**config.mk**
```make
export PLATFORM = sky130hd
export DESIGN_NAME = bra_ram
export DESIGN_NICKNAME = d
export VERILOG_FILES = /design/src/hdl/bitmap_run_allocator_core_defines.svh /design/src/hdl/bra_ram.sv
export SDC_FILE = /design/constraint.sdc
export NUM_CORES = 2
export LEC_CHECK = 0
export BUFFER_PORTS_ARGS = -buffer_cell sky130_fd_sc_hd__buf_2
export CORE_MARGIN = 4
export CORE_UTILIZATION = 40
export CTS_BUF_LIST = sky130_fd_sc_hd__clkbuf_16
export DETAILED_ROUTE_END_ITERATION = 10
export PLACE_DENSITY_LB_ADDON = 0.12
export SYNTH_ARGS = -nofsm -noshare
export SYNTH_HDL_FRONTEND = slang
export SYNTH_SLANG_ARGS = --single-unit
```
**constraint.sdc**
```tcl
create_clock -name clk -period 6.6 [get_ports clk]
set_clock_uncertainty 0.2 [all_clocks]
set_input_delay 0.99 -clock clk [delete_from_list [all_inputs] [get_ports clk]]
set_output_delay 0.99 -clock clk [all_outputs]
set_load 0.01 [all_outputs]
```
**src/hdl/bitmap_run_allocator_core_defines.svh**
```systemverilog
// ----------------------------------------------------------------------------
// bitmap run allocator assertion macros
// shared assertion wrappers, clocked on clk and held off during rst_n
// ----------------------------------------------------------------------------
`ifndef BITMAP_RUN_ALLOCATOR_CORE_DEFINES_SVH
`define BITMAP_RUN_ALLOCATOR_CORE_DEFINES_SVH

// same-cycle implication
`define BRA_ASSERT_IMPL(label, ante, cons, msg) \
  label: assert property (@(posedge clk) disable iff (!rst_n) (ante) |-> (cons)) \
    else $error(msg);

// next-cycle implication
`define BRA_ASSERT_NEXT(label, ante, cons, msg) \
  label: assert property (@(posedge clk) disable iff (!rst_n) (ante) |=> (cons)) \
    else $error(msg);

`endif

```
**src/hdl/bra_ram.sv**
```systemverilog
// ----------------------------------------------------------------------------
// bra_ram
// generic simple dual-port ram, one write port and one registered read port
// ----------------------------------------------------------------------------
`default_nettype none

module bra_ram #(
  parameter int WIDTH = 8,
  parameter int DEPTH = 512
) (
  input  wire logic                     clk,
  input  wire logic                     we,
  input  wire logic [$clog2(DEPTH)-1:0] waddr,
  input  wire logic [WIDTH-1:0]         wdata,
  input  wire logic [$clog2(DEPTH)-1:0] raddr,
  output logic      [WIDTH-1:0]         rdata
);

  logic [WIDTH-1:0] mem [DEPTH];

  always_ff @(posedge clk) begin
    if (we) begin
      mem[waddr] <= wdata;
    end
    rdata <= mem[raddr];
  end

endmodule

`default_nettype wire

```
## Word-level counts from Yosys, hierarchy flattened

Memories as Yosys holds them, arrays and structs flattened. A register that Yosys moved wholly into a read port is not among the register bits.
Index checks and enable logic that the tools add are counted.

- Muxes and demuxes: 2

Operators by type and width:

| kind | count |
|---|---|
| $mux 1 | 2 |

- Bits of input ports: 28
- Memories: 1
- Word-level logic and storage cells: 3
- Output and inout port bits: 8
- Memory bits (writable): 4096
- Register bits: 0

Memory list:

| name | words | width | rd ports | clocked after Yosys merged registers in | wr ports | RTL line | source |
|---|---|---|---|---|---|---|---|
| mem | 512 | 8 | 1 | 1 | 1 | bra_ram.sv:19 | `logic [WIDTH-1:0] mem [DEPTH];` |

## Longest topological paths before layout

- Depth in word-level cells: 2
- Depth in mapped cells: 12
- Gate-level depth less buffers: 7

## Worst setup path before layout

Ideal clock, no wire load.

- Kind: input -> register
- Start point: input port raddr[0]
- End point: register rdata[0], read port of mem
- Required time: 6282 ps
- Path slack: 3438 ps
- Cell stages on the path: 10
- Buffers on the path: 4
- Arrival: 2844 ps
- Library setup time: 118 ps
- Path through: buf_4 buf_12 buf_12 buf_2 mux4_2 o21ai_0 nand3_1 nand4_1 o21ai_0 o2111a_1

RTL lines:

| what | RTL line | source |
|---|---|---|
| from (decl) | bra_ram.sv:15 | `input wire logic [$clog2(DEPTH)-1:0] raddr,` |
| to (decl) | bra_ram.sv:16 | `output logic [WIDTH-1:0] rdata` |

==> metrics.txt <==
Die W 640 um; Synth Area in Simple Gates 2.63%; detailed placement HPWL 270 mm; max_slew headroom 0.862%; Peak VDD IR 243 uV; Hold-fix buffers, CTS 0; Synth area leaders edfxtp_1, mux4_2, mux2i_1; Combinational Power Share between 4 and 5%; number of enable flip-flop cells after synthesis 4096; Max Slew Vio Count 0; register bit total from synthesis between 4000 and 5000; status finished, final reports clean; Synth Instances 8030; WS Path Type in -> reg; Synth Warn # 0; Starting Density between 40 and 50%; M1 WL 199 mm; maxcap violations 0; Final min period ~4.7 ns; cell internal pwr 0.0437 W; vias in the first global route 80800; CP endpoint rdata[6]$_DFF_P_; Hold Crit Depth 1; Critical Path Fanout Max 98; sequential-to-total area share from yosys stat 77.0%; setup ws final 1.94 ns; Cell variety after synth 51; largest family of logic cells by synthesized area multiplexers; Seq pwr share 51.5%; first-pass GRT wire length 633 mm; largest net degree at the start of global routing 187; crit share post-route 70.6%; Post-Route WL 450 mm; Final Hold Viols 0; area share of the largest cell type after synthesis 76.9%; core area 397000 um2; final design area excluding fillers about 180000 um2; cell taking the most area after synthesis edfxtp_1; Longest Clk Path Bufs 4; DRC viols 0; wire per inst 32.7 um; Net Sw Frac 21.8%; Lkg Pwr 56.9 nW; met2 wire len 214 mm; synthesized area 160000 um2; RSZ-0062 raised after global routing no; initial antenna violation count 15; Pwr Density 310 nW/um2; row count between 200 and 250; Worst Tran Pin Value 1.49 ns; ratio of cells with drive above 1 in the final layout a little under a fifth; TritonRoute pass-1 iters 6; Max Used Layer met4; met3 wire len 26.5 mm; most frequent cells in the layout edfxtp_1, mux2i_1, mux4_2; mux cell area share after synthesis 14.2%; Synth Flop Type edfxtp_1; xor/xnor share of the synthesized area 0%; fmax 215 MHz; CTS HTree Levels 5; compound-gate portion of the synthesized area 4.31%; die footprint between 400000 and 500000 um2; Top Ports 36; Critical Path Start Type input port; endpoints failing setup 0; clk sink count 4104; CTS tree yes; CP Capture Type flip-flop; worst skew pair latency 1.00 ns; R2R depth 8; Total GRT Usage 21.6%; Syn-to-layout area delta 12.8%; Routed Antenna Nets 0; gpl congestion 0.827; # Post-CTS Setup Buffers 0; setup_tns 0 ns; via count 80800; CTS Buf Count about 440; post-CTS sizing 0; adder-cell share of the synthesized area 0%; RR Startpoint mem[41][0]$_DFFE_PP_; clk root buf clkbuf_16; Fillers between 30000 and 40000; GRT Residual Overflow 0; Syn Nets 8058; worst slack, placed 0.980 ns; Finished Core Util 45.4%; Worst R2R End rdata[0]$_DFF_P_; Post-DP Area about 170000 um2; Net Sw Power between 0.01 and 0.015 W; Clk pwr share 43.7%; asr flop ratio synth 0%; worst reg-to-reg setup slack 3.24 ns; hold crit path type in -> reg; count of input and output buffers 35; Clock Pin Slew Worst Setup and Hold Paths about 0.06 ns; Final #Nets 8200; WP data arrival 5.39 ns; Initial DRC Count between 8000 and 9000; Worst Setup SP raddr[0]; critical path required time about 7.3 ns; DIE HEIGHT ~640 um; Synth Area per Inst 19.9 um2; most common cell after layout, fill and taps aside edfxtp_1; routed vias/inst roughly 6
synthesized netlist by cell type (all sizes together), types with 3 or more instances:
| cell | count |
|---|---|
| nand4 | 32 |
| nand2b | 4 |
| nor3b | 8 |
| o221ai | 372 |
| clkbuf | 265 |
| o311ai | 6 |
| and2 | 20 |
| o41ai | 7 |
| dfxtp | 8 |
| mux4 | 654 |
| o31ai | 13 |
| a21oi | 194 |
| nand3 | 36 |
| o22a | 3 |
| mux2i | 797 |
| nor2 | 597 |
| a211oi | 17 |
| o22ai | 163 |
| buf | 248 |
| and3 | 4 |
| a22o | 5 |
| nor4 | 36 |
| or3 | 6 |
| a22oi | 61 |
| and3b | 4 |
| o21ai | 119 |
| nand2 | 111 |
| nor2b | 6 |
| or2 | 5 |
| nor3 | 109 |
| edfxtp | 4096 |
| a2111oi | 3 |
| inv | 3 |
| o2111a | 8 |
cells by family (layout without fill, tap and decap cells):
logic type | Yosys count | count (layout)
compound gates | 979 | 979
mux | 1451 | 1451
buf+inv | 516 | 1030
other cells | 0 | 6
simple gates | 980 | 980
flops | 4104 | 4104
per-stage QoR:
| step | cells | hold WS (ns) | power [W] |
|---|---|---|---|
| after floorplan | 8030 | 0.738 | 0.0306 |
| after global placement | 13000 | 1.11 | 0.0320 |
| after detailed placement | 13000 | 1.13 | 0.0320 |
| after CTS | 13800 | 0.165 | 0.0563 |
| after global routing | 13800 | 0.210 | 0.0575 |
| final | 13800 | 0.236 | 0.0558 |
per-layer routing:
| metal | global-route usage [%] | up-vias |
|---|---|---|
| met5 | 0 | - |
| met4 | 5.43 | 0 |
| met3 | 2.97 | 593 |
| met2 | 34.3 | 2919 |
| met1 | 31.6 | 43400 |
| li1 | - | 33800 |
worst min path at each step:
stage / start / endpoint / slack (ns)
floorplan: mem[70][0]$_DFFE_PP_ / rdata[0]$_DFF_P_ / 0.74
CTS: wdata[3] / mem[280][3]$_DFFE_PP_ / 0.16
global placement: mem[155][0]$_DFFE_PP_ / rdata[0]$_DFF_P_ / 1.11
finish: wdata[3] / mem[285][3]$_DFFE_PP_ / 0.24
detailed placement: mem[154][0]$_DFFE_PP_ / rdata[0]$_DFF_P_ / 1.13
global route: wdata[3] / mem[285][3]$_DFFE_PP_ / 0.21
sequential cells by signal, summed over array words and instances (netlist names):
name,cells
mem,4096
rdata,8
cell type report:
| type | instances | area [um2] | share of cell area (%) |
|---|---|---|---|
| antenna | 6 | 15.0 | 0.00832 |
| multi-input combinational | 3410 | 34100 | 18.9 |
| clock inverter | 372 | 3180 | 1.76 |
| tap | 5242 | 6560 | 3.64 |
| clock buffer | 444 | 11100 | 6.16 |
| inverter | 3 | 18.8 | 0.0104 |
| timing repair buffer | 211 | 2300 | 1.27 |
| sequential | 4104 | 123000 | 68.3 |
worst max-delay path, stage by stage:
cell      delay (ns)
buf_12          0.30
buf_12          0.32
buf_12          0.44
mux2i_1         0.18
o221ai_1        0.49
o31ai_1         0.23
nor4_1          0.60
nand4_1         0.45
o21ai_0         0.51
o2111a_1        0.30
power groups by stage:
stage	combinational [W]	clock (W)	sequential, W
after global routing	0.00280	0.0260	0.0287
after floorplan	0.00137	0	0.0293
final	0.00266	0.0244	0.0287
after global placement	0.00267	0	0.0293
after CTS	0.00270	0.0249	0.0287
after detailed placement	0.00270	0	0.0293
(Power assumes the default switching activity.)
